## src/lpmd_pkg.sv

```systemverilog
`timescale 1ns / 1ps

package lpmd_pkg;

  localparam int unsigned BYTE_W   = 8;
  localparam int unsigned ID_LIM_W = 9;
  localparam int unsigned LEN_W    = 31;
  localparam int unsigned PREFIX_W = 32;
  localparam int unsigned CFG_IDX_W = 2;
  localparam int unsigned CFG_DATA_W = 31;

  localparam logic [BYTE_W-1:0]   LOWEST_ID_RST = 8'd0;
  localparam logic [ID_LIM_W-1:0] ID_LIMIT_RST  = 9'd9;
  localparam logic [LEN_W-1:0]    MAX_LEN_RST   = 31'd16393;

  // configuration register indexes
  localparam logic [CFG_IDX_W-1:0] CFG_LOWEST_ID = 2'd0;
  localparam logic [CFG_IDX_W-1:0] CFG_ID_LIMIT  = 2'd1;
  localparam logic [CFG_IDX_W-1:0] CFG_MAX_LEN   = 2'd2;

  typedef enum logic [2:0] {
    KIND_HEADER    = 3'd0,
    KIND_PAYLOAD   = 3'd1,
    KIND_KEEPALIVE = 3'd2,
    KIND_BAD_ID    = 3'd3,
    KIND_OVERSIZE  = 3'd4
  } kind_t;

  typedef enum logic [1:0] {
    PH_PREFIX  = 2'd0,
    PH_ID      = 2'd1,
    PH_PAYLOAD = 2'd2
  } phase_t;

  typedef struct packed {
    kind_t             kind;
    logic [BYTE_W-1:0] message_id;
    logic [LEN_W-1:0]  message_length;
    logic [BYTE_W-1:0] payload_byte;
    logic              last;
  } res_t;

endpackage

```

## src/lpmd_in_if.sv

```systemverilog
`timescale 1ns / 1ps

interface lpmd_in_if;
  logic       valid;
  logic       ready;
  logic [7:0] stream_byte;

  modport source (output valid, output stream_byte, input ready);
  modport sink (input valid, input stream_byte, output ready);
endinterface

```

## src/lpmd_out_if.sv

```systemverilog
`timescale 1ns / 1ps

interface lpmd_out_if;
  logic        valid;
  logic        ready;
  logic [2:0]  kind;
  logic [7:0]  message_id;
  logic [30:0] message_length;
  logic [7:0]  payload_byte;
  logic        last;

  modport source (output valid, output kind, output message_id, output message_length,
                  output payload_byte, output last, input ready);
  modport sink (input valid, input kind, input message_id, input message_length,
                input payload_byte, input last, output ready);
endinterface

```

## src/length_prefixed_message_deframer_unit.sv

```systemverilog
`timescale 1ns / 1ps

// Channel   Dir  Handshake      Payload
// in_ch     in   valid/ready    stream_byte[7:0]
// out_ch    out  valid/ready    kind[2:0], message_id[7:0], message_length[30:0],
//                               payload_byte[7:0], last
// cfg_*     in   write enable   cfg_index[1:0], cfg_wdata[30:0]
//
// One byte is accepted per cycle while the result register is not stalled; each
// byte is held in the input register and its result, if any, is then registered
// in the result register, which drives result valid.
// Reset (rst_n low, synchronous) clears both stages and restarts at a length prefix.
// A stalled result register holds the input stage, bytes that give no result
// included.

module length_prefixed_message_deframer_unit (
  input  logic                                 clk,
  input  logic                                 rst_n,
  lpmd_in_if.sink                              in_ch,
  lpmd_out_if.source                           out_ch,
  input  logic                                 cfg_we,
  input  logic [lpmd_pkg::CFG_IDX_W-1:0]       cfg_index,
  input  logic [lpmd_pkg::CFG_DATA_W-1:0]      cfg_wdata
);
  import lpmd_pkg::*;

  logic [BYTE_W-1:0]   lowest_id_r;
  logic [ID_LIM_W-1:0] id_limit_r;
  logic [LEN_W-1:0]    max_len_r;

  logic              in_valid_r;
  logic [BYTE_W-1:0] in_byte_r;

  phase_t              phase_r, phase_nxt;
  logic [1:0]          cnt_r, cnt_nxt;
  logic [PREFIX_W-1:0] length_r, length_nxt;
  logic [BYTE_W-1:0]   cur_id_r, cur_id_nxt;
  logic [LEN_W-1:0]    rem_r, rem_nxt;

  logic out_valid_r;
  res_t res_r;
  logic res_valid;
  res_t res;

  logic                s1_go;
  logic [PREFIX_W-1:0] shifted;
  logic [LEN_W-1:0]    rem_dec;
  logic                bad_id;

  assign s1_go        = in_valid_r && (!out_valid_r || out_ch.ready);
  assign in_ch.ready  = !in_valid_r || s1_go;

  assign shifted = {length_r[PREFIX_W-BYTE_W-1:0], in_byte_r};
  assign rem_dec = rem_r - 1'b1;
  assign bad_id  = (in_byte_r < lowest_id_r) || ({1'b0, in_byte_r} >= id_limit_r);

  // configuration
  always_ff @(posedge clk) begin
    if (!rst_n) begin
      lowest_id_r <= LOWEST_ID_RST;
      id_limit_r  <= ID_LIMIT_RST;
      max_len_r   <= MAX_LEN_RST;
    end else if (cfg_we) begin
      unique case (cfg_index)
        CFG_LOWEST_ID: lowest_id_r <= cfg_wdata[BYTE_W-1:0];
        CFG_ID_LIMIT:  id_limit_r  <= cfg_wdata[ID_LIM_W-1:0];
        CFG_MAX_LEN:   max_len_r   <= cfg_wdata[LEN_W-1:0];
        default: ;
      endcase
    end
  end

  // input register
  always_ff @(posedge clk) begin
    if (!rst_n) begin
      in_valid_r <= 1'b0;
    end else if (in_ch.ready) begin
      in_valid_r <= in_ch.valid;
    end
  end

  always_ff @(posedge clk) begin
    if (in_ch.ready && in_ch.valid) begin
      in_byte_r <= in_ch.stream_byte;
    end
  end

  // parser next state
  always_comb begin
    phase_nxt  = phase_r;
    cnt_nxt    = cnt_r;
    length_nxt = length_r;
    cur_id_nxt = cur_id_r;
    rem_nxt    = rem_r;
    unique case (phase_r)
      PH_ID: begin
        if (bad_id) begin
          phase_nxt = PH_PREFIX;
          cnt_nxt   = 2'd0;
        end else begin
          cur_id_nxt = in_byte_r;
          if (rem_r == '0) begin
            phase_nxt = PH_PREFIX;
            cnt_nxt   = 2'd0;
          end else begin
            phase_nxt = PH_PAYLOAD;
          end
        end
      end
      PH_PAYLOAD: begin
        rem_nxt = rem_dec;
        if (rem_dec == '0) begin
          phase_nxt = PH_PREFIX;
          cnt_nxt   = 2'd0;
        end
      end
      default: begin
        phase_nxt  = PH_PREFIX;
        length_nxt = shifted;
        if (cnt_r != 2'd3) begin
          cnt_nxt = cnt_r + 2'd1;
        end else begin
          cnt_nxt = 2'd0;
          if (shifted != '0 && shifted <= {1'b0, max_len_r}) begin
            rem_nxt   = shifted[LEN_W-1:0] - 1'b1;
            phase_nxt = PH_ID;
          end
        end
      end
    endcase
  end

  // result for the byte in the input register
  always_comb begin
    res_valid          = 1'b0;
    res.kind           = KIND_HEADER;
    res.message_id     = '0;
    res.message_length = length_r[LEN_W-1:0];
    res.payload_byte   = '0;
    res.last           = 1'b1;
    unique case (phase_r)
      PH_ID: begin
        res_valid      = 1'b1;
        res.message_id = in_byte_r;
        if (bad_id) begin
          res.kind = KIND_BAD_ID;
        end else begin
          res.last = (rem_r == '0);
        end
      end
      PH_PAYLOAD: begin
        res_valid        = 1'b1;
        res.kind         = KIND_PAYLOAD;
        res.message_id   = cur_id_r;
        res.payload_byte = in_byte_r;
        res.last         = (rem_dec == '0);
      end
      default: begin
        res.message_length = shifted[LEN_W-1:0];
        if (cnt_r == 2'd3) begin
          if (shifted == '0) begin
            res_valid = 1'b1;
            res.kind  = KIND_KEEPALIVE;
          end else if (shifted > {1'b0, max_len_r}) begin
            res_valid = 1'b1;
            res.kind  = KIND_OVERSIZE;
          end
        end
      end
    endcase
  end

  always_ff @(posedge clk) begin
    if (!rst_n) begin
      phase_r  <= PH_PREFIX;
      cnt_r    <= 2'd0;
      length_r <= '0;
      cur_id_r <= '0;
      rem_r    <= '0;
    end else if (s1_go) begin
      phase_r  <= phase_nxt;
      cnt_r    <= cnt_nxt;
      length_r <= length_nxt;
      cur_id_r <= cur_id_nxt;
      rem_r    <= rem_nxt;
    end
  end

  // result register
  always_ff @(posedge clk) begin
    if (!rst_n) begin
      out_valid_r <= 1'b0;
    end else if (s1_go) begin
      out_valid_r <= res_valid;
    end else if (out_ch.ready) begin
      out_valid_r <= 1'b0;
    end
  end

  always_ff @(posedge clk) begin
    if (s1_go && res_valid) begin
      res_r <= res;
    end
  end

  assign out_ch.valid          = out_valid_r;
  assign out_ch.kind           = res_r.kind;
  assign out_ch.message_id     = res_r.message_id;
  assign out_ch.message_length = res_r.message_length;
  assign out_ch.payload_byte   = res_r.payload_byte;
  assign out_ch.last           = res_r.last;

endmodule

```

## src/flat_wrapper.sv

```systemverilog
// flat-port wrapper written by rule: the top's interface ports become plain ports
module length_prefixed_message_deframer_unit_flat import lpmd_pkg::*;
  (clk, rst_n, cfg_we, cfg_index, cfg_wdata, in_ch_valid, in_ch_stream_byte, in_ch_ready, out_ch_valid, out_ch_kind, out_ch_message_id, out_ch_message_length, out_ch_payload_byte, out_ch_last, out_ch_ready);
  lpmd_in_if in_ch_i ();
  lpmd_out_if out_ch_i ();
  input  logic clk;
  input  logic rst_n;
  input  logic cfg_we;
  input  logic [lpmd_pkg::CFG_IDX_W-1:0] cfg_index;
  input  logic [lpmd_pkg::CFG_DATA_W-1:0] cfg_wdata;
  input wire logic [$bits(in_ch_i.valid)-1:0] in_ch_valid;
  input wire logic [$bits(in_ch_i.stream_byte)-1:0] in_ch_stream_byte;
  output wire logic [$bits(in_ch_i.ready)-1:0] in_ch_ready;
  output wire logic [$bits(out_ch_i.valid)-1:0] out_ch_valid;
  output wire logic [$bits(out_ch_i.kind)-1:0] out_ch_kind;
  output wire logic [$bits(out_ch_i.message_id)-1:0] out_ch_message_id;
  output wire logic [$bits(out_ch_i.message_length)-1:0] out_ch_message_length;
  output wire logic [$bits(out_ch_i.payload_byte)-1:0] out_ch_payload_byte;
  output wire logic [$bits(out_ch_i.last)-1:0] out_ch_last;
  input wire logic [$bits(out_ch_i.ready)-1:0] out_ch_ready;
  assign in_ch_i.valid = in_ch_valid;
  assign in_ch_i.stream_byte = in_ch_stream_byte;
  assign in_ch_ready = in_ch_i.ready;
  assign out_ch_valid = out_ch_i.valid;
  assign out_ch_kind = out_ch_i.kind;
  assign out_ch_message_id = out_ch_i.message_id;
  assign out_ch_message_length = out_ch_i.message_length;
  assign out_ch_payload_byte = out_ch_i.payload_byte;
  assign out_ch_last = out_ch_i.last;
  assign out_ch_i.ready = out_ch_ready;
  length_prefixed_message_deframer_unit u_core (.clk(clk), .rst_n(rst_n), .in_ch(in_ch_i), .out_ch(out_ch_i), .cfg_we(cfg_we), .cfg_index(cfg_index), .cfg_wdata(cfg_wdata));
endmodule
```

## config.mk

```make
export PLATFORM = sky130hd
export DESIGN_NAME = length_prefixed_message_deframer_unit_flat
export DESIGN_NICKNAME = d
export VERILOG_FILES = /design/src/lpmd_pkg.sv /design/src/lpmd_in_if.sv /design/src/lpmd_out_if.sv /design/src/length_prefixed_message_deframer_unit.sv /design/src/flat_wrapper.sv
export SDC_FILE = /design/constraint.sdc
export NUM_CORES = 1
export LEC_CHECK = 0
export ABC_CLOCK_PERIOD_IN_PS = 5400
export BUFFER_PORTS_ARGS = -buffer_cell sky130_fd_sc_hd__buf_4
export CAP_MARGIN = 25
export CORE_ASPECT_RATIO = 0.75
export CORE_UTILIZATION = 41
export CTS_CLUSTER_DIAMETER = 40
export CTS_CLUSTER_SIZE = 12
export DETAILED_ROUTE_END_ITERATION = 8
export GPL_TIMING_DRIVEN = 0
export PLACE_DENSITY = 0.63
export SLEW_MARGIN = 15
export SYNTH_ARGS = -nofsm -noshare
export SYNTH_HDL_FRONTEND = slang
export SYNTH_SLANG_ARGS = --single-unit
```

## constraint.sdc

```tcl
create_clock -name clk -period 5.4 [get_ports clk]
set_input_delay 0.27 -clock clk [delete_from_list [all_inputs] [get_ports clk]]
set_output_delay 0.27 -clock clk [all_outputs]
set_load 0.05 [all_outputs]
```

[Yosys cells after proc, flatten, opt, wreduce, memory -nomap -nowiden]
Index checks and enable logic that the tools add are counted.
Storage, ports and cells
  bits of input ports: 46
  bits in registers: 183
  word-level logic and storage cells: 88
  output and inout port bits: 53
Operators by class
  multiplexer cells: 28
  $lt $le $gt $ge: 4
  bitwise operators: 3
  reduce and logical (&&, ||, !) cells: 25
  eq/ne operators: 9
  add/subtract/negate cells: 3
Operators by type and width (number)
  $mux 31: 3
  $logic_not 31->1: 2
  $pmux 31 s2: 1
  $sub 31x1->31 const B: 2
  $gt 32x31->1: 1
  $le 32x31->1: 1
  $logic_not 32->1: 1
  $reduce_bool 32->1: 1
  $mux 2: 8
  $pmux 8 s2: 1
  $reduce_and 2->1: 5
  $ge 8x9->1: 1
  $mux 3: 3
  $lt 8x8->1: 1
  $mux 1: 8
  $pmux 2 s2: 2
  $eq 2x2->1 const B: 3
  $pmux 3 s2: 1
  $reduce_and 3->1: 2
  $eq 2x1->1 const B: 2
  $logic_and 1x1->1: 4
  $ne 2x2->1 const B: 2
  $reduce_and 4->1: 1
  $reduce_bool 2->1: 2
  9 further kinds: 14

[Longest topological paths before layout]
Gate-level depths: netlist (run 1).
  depth after elaboration: 6
  mapped depth: 12
  mapped depth without buffers: 10

[Worst setup path after synthesis (run 1)]
No wires, ideal clock.
  kind: register to register
  start point: register u_core.in_byte_r[2]
  end point: register u_core.res_r (netlist bit u_core.out_ch.kind[0]), enable pin
  setup time: 0.477 ns
  period minus slack after synthesis: 4.931 ns
  slack: 0.469 ns
  required time: 4.923 ns
  path buffers: 1
  cell stages (with the launch flop): 8
  arrival time: 4.455 ns
  cells stage by stage: edfxtp_1 > buf_6 > nor4_2 > or2b_1 > or4_4 > nand2_1 > nand2_1 > a21oi_1
Between the ends
  cells in the longest elaborated chain, start to end: 6
  elaborated cells between the ends (all ways): 7
  classes of those cells: 1 x order compare; 4 x mux; 2 x reduce/logical
Ends and longest elaborated chain
  from (decl): RTL line length_prefixed_message_deframer_unit.sv:32  | logic [BYTE_W-1:0] in_byte_r;
  from (signal assigned): RTL line length_prefixed_message_deframer_unit.sv:84  | in_byte_r <= in_ch.stream_byte;
  $gt 32x31->1: RTL line length_prefixed_message_deframer_unit.sv:164  | end else if (shifted > {1'b0, max_len_r}) begin
  $mux 1: RTL line length_prefixed_message_deframer_unit.sv:164
  $mux 1 (*): RTL line length_prefixed_message_deframer_unit.sv:161  | if (shifted == '0) begin
  $mux 1 (*): RTL line length_prefixed_message_deframer_unit.sv:160  | if (cnt_r == 2'd3) begin
  $mux 1 (*): RTL line length_prefixed_message_deframer_unit.sv:141  | unique case (phase_r)
  $logic_and 1x1->1 (*): RTL line length_prefixed_message_deframer_unit.sv:201  | if (s1_go && res_valid) begin
  to (signal assigned): RTL line length_prefixed_message_deframer_unit.sv:202  | res_r <= res;
  to (decl): RTL line length_prefixed_message_deframer_unit.sv:41  | res_t res_r;
Every way passes the cells marked *; elsewhere a longest branch is shown, timed or not.
A chain may end at the register's enable or synchronous reset.

[Worst setup path after layout (run 1)]
  start point: register u_core.rem_r[1]
  end point: register u_core.cnt_r[0]
Between the ends
  cells in the longest elaborated chain, start to end: 4
  elaborated cells between the ends (all ways): 6
  classes of those cells: 1 x add/sub; 2 x eq/ne; 3 x reduce/logical
Ends and longest elaborated chain
  from (decl): RTL line length_prefixed_message_deframer_unit.sv:38  | logic [LEN_W-1:0] rem_r, rem_nxt;
  from (signal assigned): RTL line length_prefixed_message_deframer_unit.sv:185  | rem_r <= rem_nxt;
  $sub 31x1->31: RTL line length_prefixed_message_deframer_unit.sv:54  | assign rem_dec = rem_r - 1'b1;
  $logic_not 31->1: RTL line length_prefixed_message_deframer_unit.sv:112  | if (rem_dec == '0) begin
  $ne 2x1->1 (no source line)
  $reduce_and 3->1 (no source line) (*)
  to (signal assigned): RTL line length_prefixed_message_deframer_unit.sv:182  | cnt_r <= cnt_nxt;
  to (decl): RTL line length_prefixed_message_deframer_unit.sv:35  | logic [1:0] cnt_r, cnt_nxt;
Marked as above.

==> impl_metrics.py, run 1 <==
metrics = {
    "clock_network": {
        "clock_latency_ns": 0.44,
        "clk_path_buf_depth": 2,
        "clockRootBuffer": "clkbuf_16",
        "cts_tree": "done",
        "cts_hold_buf": 0,
        "ctsResizeCount": 0,
        "clk_pin_slew_ns": 0.08,
        "cts_htree_levels": 4,
        "clock-sinks": 183,
        "cts_buffers": 17,
        "cts_setup_buffers": 0,
    },
    "min_path": {
        "hold_end": "u_core.in_byte_r[4]",
        "holdPathStages": 1,
        "min-delay-path-class": "primary input to flop",
        "hp-start": "in_ch_stream_byte[4]",
    },
    "place": {
        "place_congestion": 0.939,
        "dp.cells": 1537,
        "dp_hpwl_microns": 22100,
        "portBuffers": 97,
        "detailed_place.area_sq_um": 11200,
    },
    "drt": {
        "final_antenna_net_count": 0,
        "firstDrtPassIters": 5,
        "drtIter0Drc": 809,
        "wl_microns": 30000,
        "routed_via_density": 5.54,
        "drc": 0,
        "dr_total_vias": 8707,
        "wire_per_inst_microns": 19.1,
    },
    "pwr": {
        "leakagePower_nw": 4.64,
        "p_per_area_nw_per_um2": 257,
        "power.share.sequential_pct": 48.1,
        "peakVddDrop_mv": 0.212,
        "power_frac_clock_pct": 43.6,
        "p_comb_share_pct": 8.3,
        "power.switching_uw": 776,
        "internal_power_mw": 2.25,
        "swShare_pct": 25.6,
    },
    "sta": {
        "timing.fmax_mhz": 259,
        "fin_crit_sh_pct": 71.4,
        "slew_viol_final": 0,
        "setup_viol": 0,
        "worst_slew_pin_slew_ns": 1.01,
        "period_minus_slack_ns": 3.86,
        "rsz0062_at_grt": "false",
        "clock_skew_ns": 0.00999,
        "slew_headroom_pct": 32.1,
        "hold_violations": 0,
        "setup_tns_ns": 0,
        "holdWs_ns": 0.0102,
    },
    "synthesis": {
        "synth_edf_count": 59,
        "yosysWarningCount": 0,
        "syn_area_per_cell_sq_um": 8.82,
        "synth.area.top_cells": "dfxtp_1 (25%), edfxtp_1 (18%), ha_1 (6.6%)",
        "synth.most_common_cell": "nand2_1",
        "async_reset_ff_share_pct": 0,
        "syn_inst": 1132,
        "yosysTopAreaCellShare_pct": 24.9,
        "synthesis.area_sq_um": 9980,
        "synth-main-ff-cell": "dfxtp_1",
        "syn_nets": 1231,
        "synth_seq_cells": 183,
        "synth.distinct_cells": 74,
        "yosys.area.top_type": "dfxtp_1",
        "ys_seq_area_share_pct": 42.6,
        "synth_common_cells": "nand2_1 (174), dfxtp_1 (124), a21oi_1 (102)",
    },
    "setup_path": {
        "rrSetupSlack_ns": 1.54,
        "rr_endpoint": "u_core.cnt_r[0]",
        "end_kind": "flop",
        "critical_path_class": "flop to flop",
        "crit_arrival_ns": 4.22,
        "cp-start-kind": "flop",
        "r2r_start": "u_core.rem_r[1]",
        "reg2reg_depth": 11,
        "cp_max_fo": 8,
        "worstPathRequired_ns": 5.76,
    },
    "floorplan": {
        "pin_count": 99,
        "fp.dieH_microns": 137,
        "initial_core_util_pct": 41.7,
        "die_x_microns": 182,
        "row_count": 49,
        "die_area_sq_um": 25000,
        "core_sq_um": 23900,
    },
    "final_layout": {
        "num_antenna_cells": 0,
        "drive_gt1_share_pct": 16.1,
        "fin_nets": 1351,
        "stdcell_area_sq_um": 11800,
        "layout.cells.non_filler": 1571,
        "syn_to_final_growth_pct": 18.1,
        "finish.utilization_pct": 49.3,
    },
    "grt": {
        "antenna_found_initial": 0,
        "grt_pass1_wl_microns": 46400,
        "grt_max_degree": 22,
        "globalRoute.totalOverflow": 0,
        "grt_usage_pct": 24.6,
        "grt_pass1_vias": 8220,
    },
    "flow_run": {
        "maxCapViolCount": 0,
    },
    "outcome": {
        "status": "finished, final reports clean",
    },
}
[worst max-delay path by stage]
stage                              from                                to  slack [ns]  cells after the start
floorplan           u_core.in_byte_r[2]             u_core.out_ch.kind[0]        0.47                      7
global placement    u_core.in_byte_r[0]  u_core.out_ch.message_length[23]       -1.40                     11
detailed placement      u_core.rem_r[1]                   u_core.cnt_r[0]        1.65                     11
CTS                     u_core.rem_r[1]                   u_core.cnt_r[0]        1.64                     11
finish                  u_core.rem_r[1]                   u_core.cnt_r[0]        1.54                     11
global route            u_core.rem_r[1]                   u_core.cnt_r[0]        1.24                     11
[cells in the final DEF (no fill, tap or decap), drive strengths merged, types with 4 or more instances in the layout]
cell type / synthesis / layout
a211o: 7 / 7
a21o: 11 / 11
a21oi: 103 / 103
a22oi: 10 / 10
a31oi: 5 / 5
and2: 10 / 10
and3: 7 / 7
buf: 29 / 129
clkbuf: 53 / 73
dfxtp: 124 / 124
edfxtp: 59 / 59
ha: 53 / 53
inv: 57 / 64
mux2: 32 / 32
mux2i: 21 / 21
nand2: 174 / 174
nand2b: 11 / 11
nand3: 22 / 22
nand3b: 5 / 5
nand4: 17 / 17
nor2: 89 / 89
nor3: 25 / 25
nor3b: 7 / 7
nor4: 20 / 20
o211ai: 5 / 5
o21a: 4 / 4
o21ai: 47 / 47
o22ai: 16 / 16
o31ai: 7 / 7
o41ai: 6 / 6
or3: 6 / 6
or4: 10 / 10
xnor2: 17 / 17
xor2: 19 / 19
[through the flow]
step	total power, mW	setup WS [ns]
after global routing	3.13	1.24
after CTS	3.03	1.64
after global placement	1.73	-1.40
final	3.03	1.54
after floorplan	1.64	0.469
after detailed placement	1.73	1.65
[cell families (layout without fill, tap and decap cells)]
group / Yosys count / count (layout) / synth area share, %
and+or+nand+nor: 422 / 422 / 20.8
AOI/OAI and AO/OA: 245 / 245 / 15.1
DFF: 183 / 183 / 42.6
buffers and inverters: 140 / 273 / 5.93
adders and majority gates: 53 / 53 / 6.64
muxes: 53 / 53 / 5.72
xor gates and xnor gates: 36 / 36 / 3.16
[registers in the layout (all words and copies together) (netlist names), 3 cells and up]
register                      count
u_core.length_r                  31
u_core.max_len_r                 31
u_core.out_ch.message_length     31
u_core.rem_r                     31
u_core.id_limit_r                 9
u_core.cur_id_r                   8
u_core.in_byte_r                  8
u_core.lowest_id_r                8
u_core.out_ch.message_id          8
u_core.out_ch.payload_byte        8
u_core.out_ch.kind                3
[layer usage]
metal	wire (microns)	global-route usage, %	up-vias	share of wire [%]
met5	0	0	-	0
met4	711	8.12	0	2.4
met3	2130	4.15	51	7.1
met2	12800	37.3	320	43
met1	14400	35.2	4083	48
li1	-	-	4253	-
[power by group through the flow]
stage	clock network (mW)	logic [mW]	registers [mW]
floorplan	0	0.157	1.48
global placement	0	0.241	1.49
detailed placement	0	0.245	1.49
CTS	1.33	0.247	1.46
global route	1.39	0.277	1.46
finish	1.32	0.251	1.46
[critical path, cell delays in order, from the launching register on]
cell,delay [ns]
dfxtp_1,0.30
clkbuf_1,0.20
inv_1,0.13
ha_1,0.26
nor3b_1,0.79
nand2_1,0.37
o31ai_1,0.29
nand2_1,0.13
a2111oi_2,0.37
nand4_1,0.34
a211o_1,0.41
o31ai_1,0.18
[cell type report]
type / instances / area (sq um)
repair buffers: 101 / 798
plain buffers: 82 / 374
clock buffers: 20 / 489
well taps: 306 / 383
flip-flops and latches: 183 / 4250
inverters: 58 / 218
multi-input cells: 809 / 5150
fillers: 2346 / 12100
clock inverters: 12 / 124
Power figures use the tool's default switching activity.
==> run 2: changes to the inputs <==
--- a/config.mk
+++ b/config.mk
@@ -5,7 +5,7 @@
 export SDC_FILE = /design/constraint.sdc
 export NUM_CORES = 1
 export LEC_CHECK = 0
-export ABC_CLOCK_PERIOD_IN_PS = 5400
+export ABC_CLOCK_PERIOD_IN_PS = 3140
 export BUFFER_PORTS_ARGS = -buffer_cell sky130_fd_sc_hd__buf_4
 export CAP_MARGIN = 25
 export CORE_ASPECT_RATIO = 0.75
@@ -14,7 +14,7 @@
 export CTS_CLUSTER_SIZE = 12
 export DETAILED_ROUTE_END_ITERATION = 8
 export GPL_TIMING_DRIVEN = 0
-export PLACE_DENSITY = 0.63
+export PLACE_DENSITY = 0.65
 export SLEW_MARGIN = 15
 export SYNTH_ARGS = -nofsm -noshare
 export SYNTH_HDL_FRONTEND = slang
==> constraint.sdc (replaced) <==
create_clock -name clk -period 3.14 [get_ports clk]
set_input_delay 0.157 -clock clk [delete_from_list [all_inputs] [get_ports clk]]
set_output_delay 0.157 -clock clk [all_outputs]
set_load 0.05 [all_outputs]
==> impl_metrics.py, run 2 (synthesis gave the netlist of run 1 again) <==
metrics = {
    "drt": {
        "drtIter0Drc": 912,
        "wire_per_inst_microns": 18.7,
        "firstDrtPassIters": 7,
        "top_layer": "met4",
        "final_antenna_net_count": 0,
        "dr_wl_met3_microns": 2240,
        "met2_length_microns": 13200,
        "wl_microns": 30400,
        "dr_total_vias": 9092,
        "drc": 0,
        "wl_met1_microns": 14400,
        "routed_via_density": 5.58,
    },
    "setup_path": {
        "critPathSlowestCell": "or4_4",
        "max_stage_delay_ns": 0.55,
        "r2r_start": "u_core.length_r[17]",
        "worstSetupPathDepth": 9,
        "crit_family": "simple AND/OR/NAND/NOR gates",
        "crit_chain": "buf_2, or4_4, nor3_2, nand4_1, or4_4, and3_4, a21oi_4, mux2_2, o31a_1",
        "rrSetupSlack_ns": 0.04,
        "crit_arrival_ns": 3.43,
        "reg2reg_depth": 9,
        "cp-start-kind": "flop",
        "rr_endpoint": "u_core.rem_r[21]",
        "critical_path_class": "flop to flop",
        "cp_max_fo": 8,
        "worstPathRequired_ns": 3.46,
        "end_kind": "flop",
        "cp.buffers_inverters": 1,
        "path_common_cell": "or4_4",
    },
    "floorplan": {
        "die_area_sq_um": 25000,
        "row_count": 49,
        "pin_count": 99,
        "core_sq_um": 23900,
        "die_x_microns": 182,
        "fp.dieH_microns": 137,
        "initial_core_util_pct": 41.7,
    },
    "grt": {
        "globalRoute.totalOverflow": 0,
        "grt_pass1_wl_microns": 47000,
        "grt_usage_pct": 24.6,
        "antenna_found_initial": 0,
        "grt_max_degree": 23,
        "grt_pass1_vias": 8326,
    },
    "sta": {
        "timing.fmax_mhz": 322,
        "layout_setup_ws_ns": 0.0383,
        "fin_crit_sh_pct": 98.8,
        "slew_viol_final": 0,
        "setup_viol": 0,
        "slew_headroom_pct": 28.5,
        "clock_skew_ns": 0.0174,
        "worst_slew_pin_slew_ns": 1.06,
        "hold_violations": 0,
        "setup_tns_ns": 0,
        "period_minus_slack_ns": 3.10,
    },
    "final_layout": {
        "syn_to_final_growth_pct": 25.1,
        "finish.utilization_pct": 52.2,
        "stdcell_area_sq_um": 12500,
        "fin_nets": 1410,
        "final_common_cell": "nand2_1",
        "drive_gt1_share_pct": 19.4,
        "num_antenna_cells": 0,
        "mostFrequentLayoutCells": "nand2_1 (172), buf_4 (125), dfxtp_1 (122), a21oi_1 (101), nor2_1 (86)",
        "layout.cells.non_filler": 1630,
    },
    "place": {
        "portBuffers": 97,
        "dp_hpwl_microns": 21700,
        "dp.cells": 1537,
        "place_congestion": 0.944,
        "detailed_place.area_sq_um": 11200,
        "place_ws_ns": -0.611,
    },
    "min_path": {
        "hold_end": "u_core.in_valid_r",
        "holdPathStages": 4,
        "min-delay-path-class": "primary input to flop",
        "hp-start": "out_ch_ready",
    },
    "flow_run": {
        "maxCapViolCount": 0,
    },
    "clock_network": {
        "cts_buffers": 17,
        "cts_tree": "done",
        "clk_pin_slew_ns": 0.07,
        "clock-sinks": 183,
        "clockRootBuffer": "clkbuf_16",
        "cts_htree_levels": 4,
        "clock_latency_ns": 0.44,
        "clk_path_buf_depth": 2,
    },
    "pwr": {
        "leakagePower_nw": 4.95,
        "peakVddDrop_mv": 0.365,
        "p_per_area_nw_per_um2": 411,
    },
    "outcome": {
        "status": "finished, final reports clean",
    },
}
## run 2: changes by cell type in the layout (fill, tap and decap cells not counted), sizes merged
cell,previous run,this run
buf,129,152
bufinv,1,0
clkbuf,73,68
clkinv,3,9
clkinvlp,2,0
dlygate4sd3,1,40
inv,64,63
## run 2: timing repair
| item | 4_1_cts | 5_1_grt |
|---|---|---|
| setup buffers | 12 | 13 |
| hold buffers | 40 | 0 |
| pin swaps | 5 | 11 |
| setup endpoints to repair | 92 | 54 |
| resized for setup | 14 | 24 |
| hold endpoints to repair | 55 | 0 |
## run 2: per-stage QoR
stage	total power [mW]	hold WS (ns)
CTS	5.14	0.0806
finish	5.13	0.0934
global placement	2.97	0.337
detailed placement	2.98	0.338
floorplan	2.82	0.256
global route	5.29	0.112
## run 2: metal layers
layer	vias up	global-route usage, %
met3	38	3.86
met4	0	7.33
li1	4366	-
met1	4307	35.4
met5	-	0
met2	381	38.0
## run 2: worst max path at each step
stage	from	to	slack, ns
after floorplan	u_core.length_r[6]	u_core.out_ch.kind[0]	0.0005
after global routing	u_core.length_r[9]	u_core.rem_r[21]	-0.009
after global placement	u_core.in_byte_r[0]	u_core.out_ch.message_length[28]	-1.10
after CTS	u_core.in_byte_r[5]	u_core.rem_r[6]	0.00004
final	u_core.length_r[17]	u_core.rem_r[21]	0.04
after detailed placement	u_core.in_byte_r[0]	u_core.out_ch.message_length[28]	-0.61
## run 2: tightest hold or removal path, cell delays in order
cell     delay [ns]
buf_4          0.08
nor2b_1        0.05
a21oi_1        0.15
nor2_1         0.05
## run 2: final cells by class
type	count	area [sq um]
buffer	77	383
sequential	183	4260
clock inverter	14	140
tap	306	383
multi-input combinational	809	5290
timing repair buffer	165	1380
inverter	58	220
fill	2210	11400
clock buffer	18	439
## run 2: power by group
group | total, mW | switching, mW | internal (mW)
clock | 2.13 | 1.06 | 1.08
combinational | 0.499 | 0.279 | 0.219
sequential | 2.50 | 0.0343 | 2.47
==> run 3: changes to the inputs <==
--- a/config.mk
+++ b/config.mk
@@ -5,16 +5,15 @@
 export SDC_FILE = /design/constraint.sdc
 export NUM_CORES = 1
 export LEC_CHECK = 0
-export ABC_CLOCK_PERIOD_IN_PS = 3140
+export ABC_CLOCK_PERIOD_IN_PS = 3000
 export BUFFER_PORTS_ARGS = -buffer_cell sky130_fd_sc_hd__buf_4
 export CAP_MARGIN = 25
 export CORE_ASPECT_RATIO = 0.75
 export CORE_UTILIZATION = 41
 export CTS_CLUSTER_DIAMETER = 40
-export CTS_CLUSTER_SIZE = 12
 export DETAILED_ROUTE_END_ITERATION = 8
 export GPL_TIMING_DRIVEN = 0
-export PLACE_DENSITY = 0.65
+export PLACE_DENSITY = 0.63
 export SLEW_MARGIN = 15
 export SYNTH_ARGS = -nofsm -noshare
 export SYNTH_HDL_FRONTEND = slang
==> constraint.sdc (replaced) <==
create_clock -name clk -period 3 [get_ports clk]
set_input_delay 0.15 -clock clk [delete_from_list [all_inputs] [get_ports clk]]
set_output_delay 0.15 -clock clk [all_outputs]
set_load 0.05 [all_outputs]
==> impl_metrics.py, run 3 (synthesis gave the netlist of run 1 again) <==
metrics = {
    "outcome": {
        "status": "finished, final reports clean",
    },
    "sta": {
        "fin_crit_sh_pct": 98.9,
        "period_minus_slack_ns": 2.97,
        "setup_viol": 0,
        "slew_viol_final": 0,
        "hold_violations": 0,
        "timing.fmax_mhz": 337,
        "clock_skew_ns": 0.0141,
        "slew_headroom_pct": 25.2,
        "rsz0062_at_grt": "true",
        "worst_slew_pin_slew_ns": 1.11,
    },
    "drt": {
        "firstDrtPassIters": 6,
        "dr_total_vias": 9105,
        "drc": 0,
        "drtIter0Drc": 977,
        "final_antenna_net_count": 0,
        "routed_via_density": 5.55,
        "wire_per_inst_microns": 18.9,
        "wl_microns": 31100,
    },
    "pwr": {
        "p_per_area_nw_per_um2": 429,
        "peakVddDrop_mv": 0.375,
        "total_power_mw": 5.45,
        "p_comb_share_pct": 10.0,
        "power.share.sequential_pct": 48.1,
        "power_frac_clock_pct": 41.9,
        "swShare_pct": 26.3,
        "internal_power_mw": 4.02,
        "power.switching_mw": 1.43,
        "leakagePower_nw": 5.08,
    },
    "clock_network": {
        "clockRootBuffer": "clkbuf_16",
        "cts_buffers": 17,
        "clock_latency_ns": 0.45,
        "clock-sinks": 183,
        "cts_htree_levels": 4,
        "clk_path_buf_depth": 2,
        "cts_tree": "done",
        "clk_pin_slew_ns": 0.07,
    },
    "place": {
        "portBuffers": 97,
        "place_congestion": 0.963,
        "dp.cells": 1537,
        "detailed_place.area_sq_um": 11200,
        "dp_hpwl_microns": 22100,
    },
    "final_layout": {
        "num_antenna_cells": 0,
        "drive_gt1_share_pct": 21.7,
        "syn_to_final_growth_pct": 27.3,
        "fin_nets": 1422,
        "final_common_cell": "nand2_1",
        "stdcell_area_sq_um": 12700,
        "layout.cells.non_filler": 1642,
        "mostFrequentLayoutCells": "nand2_1 (172), buf_4 (137), dfxtp_1 (114), a21oi_1 (100), nor2_1 (86)",
        "fillerInstances": 2207,
        "finish.utilization_pct": 53.2,
    },
    "grt": {
        "grt_max_degree": 23,
        "grt_usage_pct": 25.2,
        "grt_pass1_vias": 8550,
        "antenna_found_initial": 0,
        "globalRoute.totalOverflow": 0,
        "grt_pass1_wl_microns": 48000,
    },
    "floorplan": {
        "die_area_sq_um": 25000,
        "die_x_microns": 182,
        "pin_count": 99,
        "row_count": 49,
        "initial_core_util_pct": 41.7,
        "fp.dieH_microns": 137,
        "core_sq_um": 23900,
    },
    "setup_path": {
        "cp-start-kind": "flop",
        "crit_path_start": "u_core.length_r[8]",
        "cp_max_fo": 9,
        "critical_path_class": "flop to flop",
        "crit_arrival_ns": 3.29,
        "end_kind": "flop",
        "r2r_start": "u_core.length_r[8]",
        "worstPathRequired_ns": 3.33,
    },
    "flow_run": {
        "maxCapViolCount": 0,
    },
    "min_path": {
        "min-delay-path-class": "primary input to flop",
        "hp-start": "out_ch_ready",
    },
}
[run 3: power by group through the flow]
stage          combinational [mW]  sequential [mW]  clock [mW]
2_1_floorplan               0.288             2.66           0
3_3_place_gp                0.439             2.68           0
3_5_place_dp                0.447             2.68           0
4_1_cts                     0.514             2.62        2.30
5_1_grt                     0.597             2.62        2.38
6_report                    0.545             2.62        2.28
[run 3: what timing repair did]
item | CTS | global route
hold buffers | 40 | 0
pin swaps | 11 | 19
setup endpoints to repair | 94 | 71
endpoints found under the hold margin | 57 | 0
setup buffers | 26 | 11
gates cloned | 0 | 1
resized for setup | 26 | 56
[run 3: final timing paths]
path	endpoint	cells after the start	slack [ns]
setup / recovery	u_core.rem_r[21]	9	0.03
hold / removal	u_core.in_valid_r	4	0.07
setup reg to reg	u_core.rem_r[21]	9	0.03
hold reg to reg	u_core.max_len_r[25]	2	0.46
[run 3: through the flow]
step / setup TNS (ns) / hold WS [ns] / setup slack [ns]
after detailed placement: -46.04 / 0.330 / -0.809
after CTS: 0 / 0.0641 / 0.00742
after floorplan: -6.63 / 0.249 / -0.130
final: 0 / 0.0743 / 0.0340
after global placement: -77.84 / 0.330 / -1.26
after global routing: -0.0871 / 0.110 / -0.0619
[run 3: per-layer routing]
layer / global-route usage [%] / routed length (microns) / vias to the layer above / part of all wire [%]
met5: 0 / 0 / - / 0
met4: 8.22 / 623 / 0 / 2.0
met1: 35.3 / 14500 / 4276 / 47
li1: - / - / 4397 / -
met3: 4.71 / 2360 / 43 / 7.6
met2: 39.2 / 13600 / 389 / 44
[run 3: critical path, stage by stage (launching register included)]
cell and delay, ns:
dfxtp_2 0.33, buf_6 0.14, or4_4 0.56, nor2_4 0.14
nand4_1 0.15, or4_4 0.50, and3_4 0.22, a21oi_4 0.23
mux2_4 0.32, o31a_1 0.27
[run 3: cell type report]
class / count / area (sq um) / share of cell area, %
well taps: 306 / 383 / 3.01
repair buffers: 176 / 1440 / 11.4
flip-flops and latches: 183 / 4270 / 33.6
clock buffers: 18 / 439 / 3.46
plain buffers: 78 / 412 / 3.24
inverters: 58 / 220 / 1.73
clock inverters: 14 / 138 / 1.08
multi-input cells: 809 / 5410 / 42.6
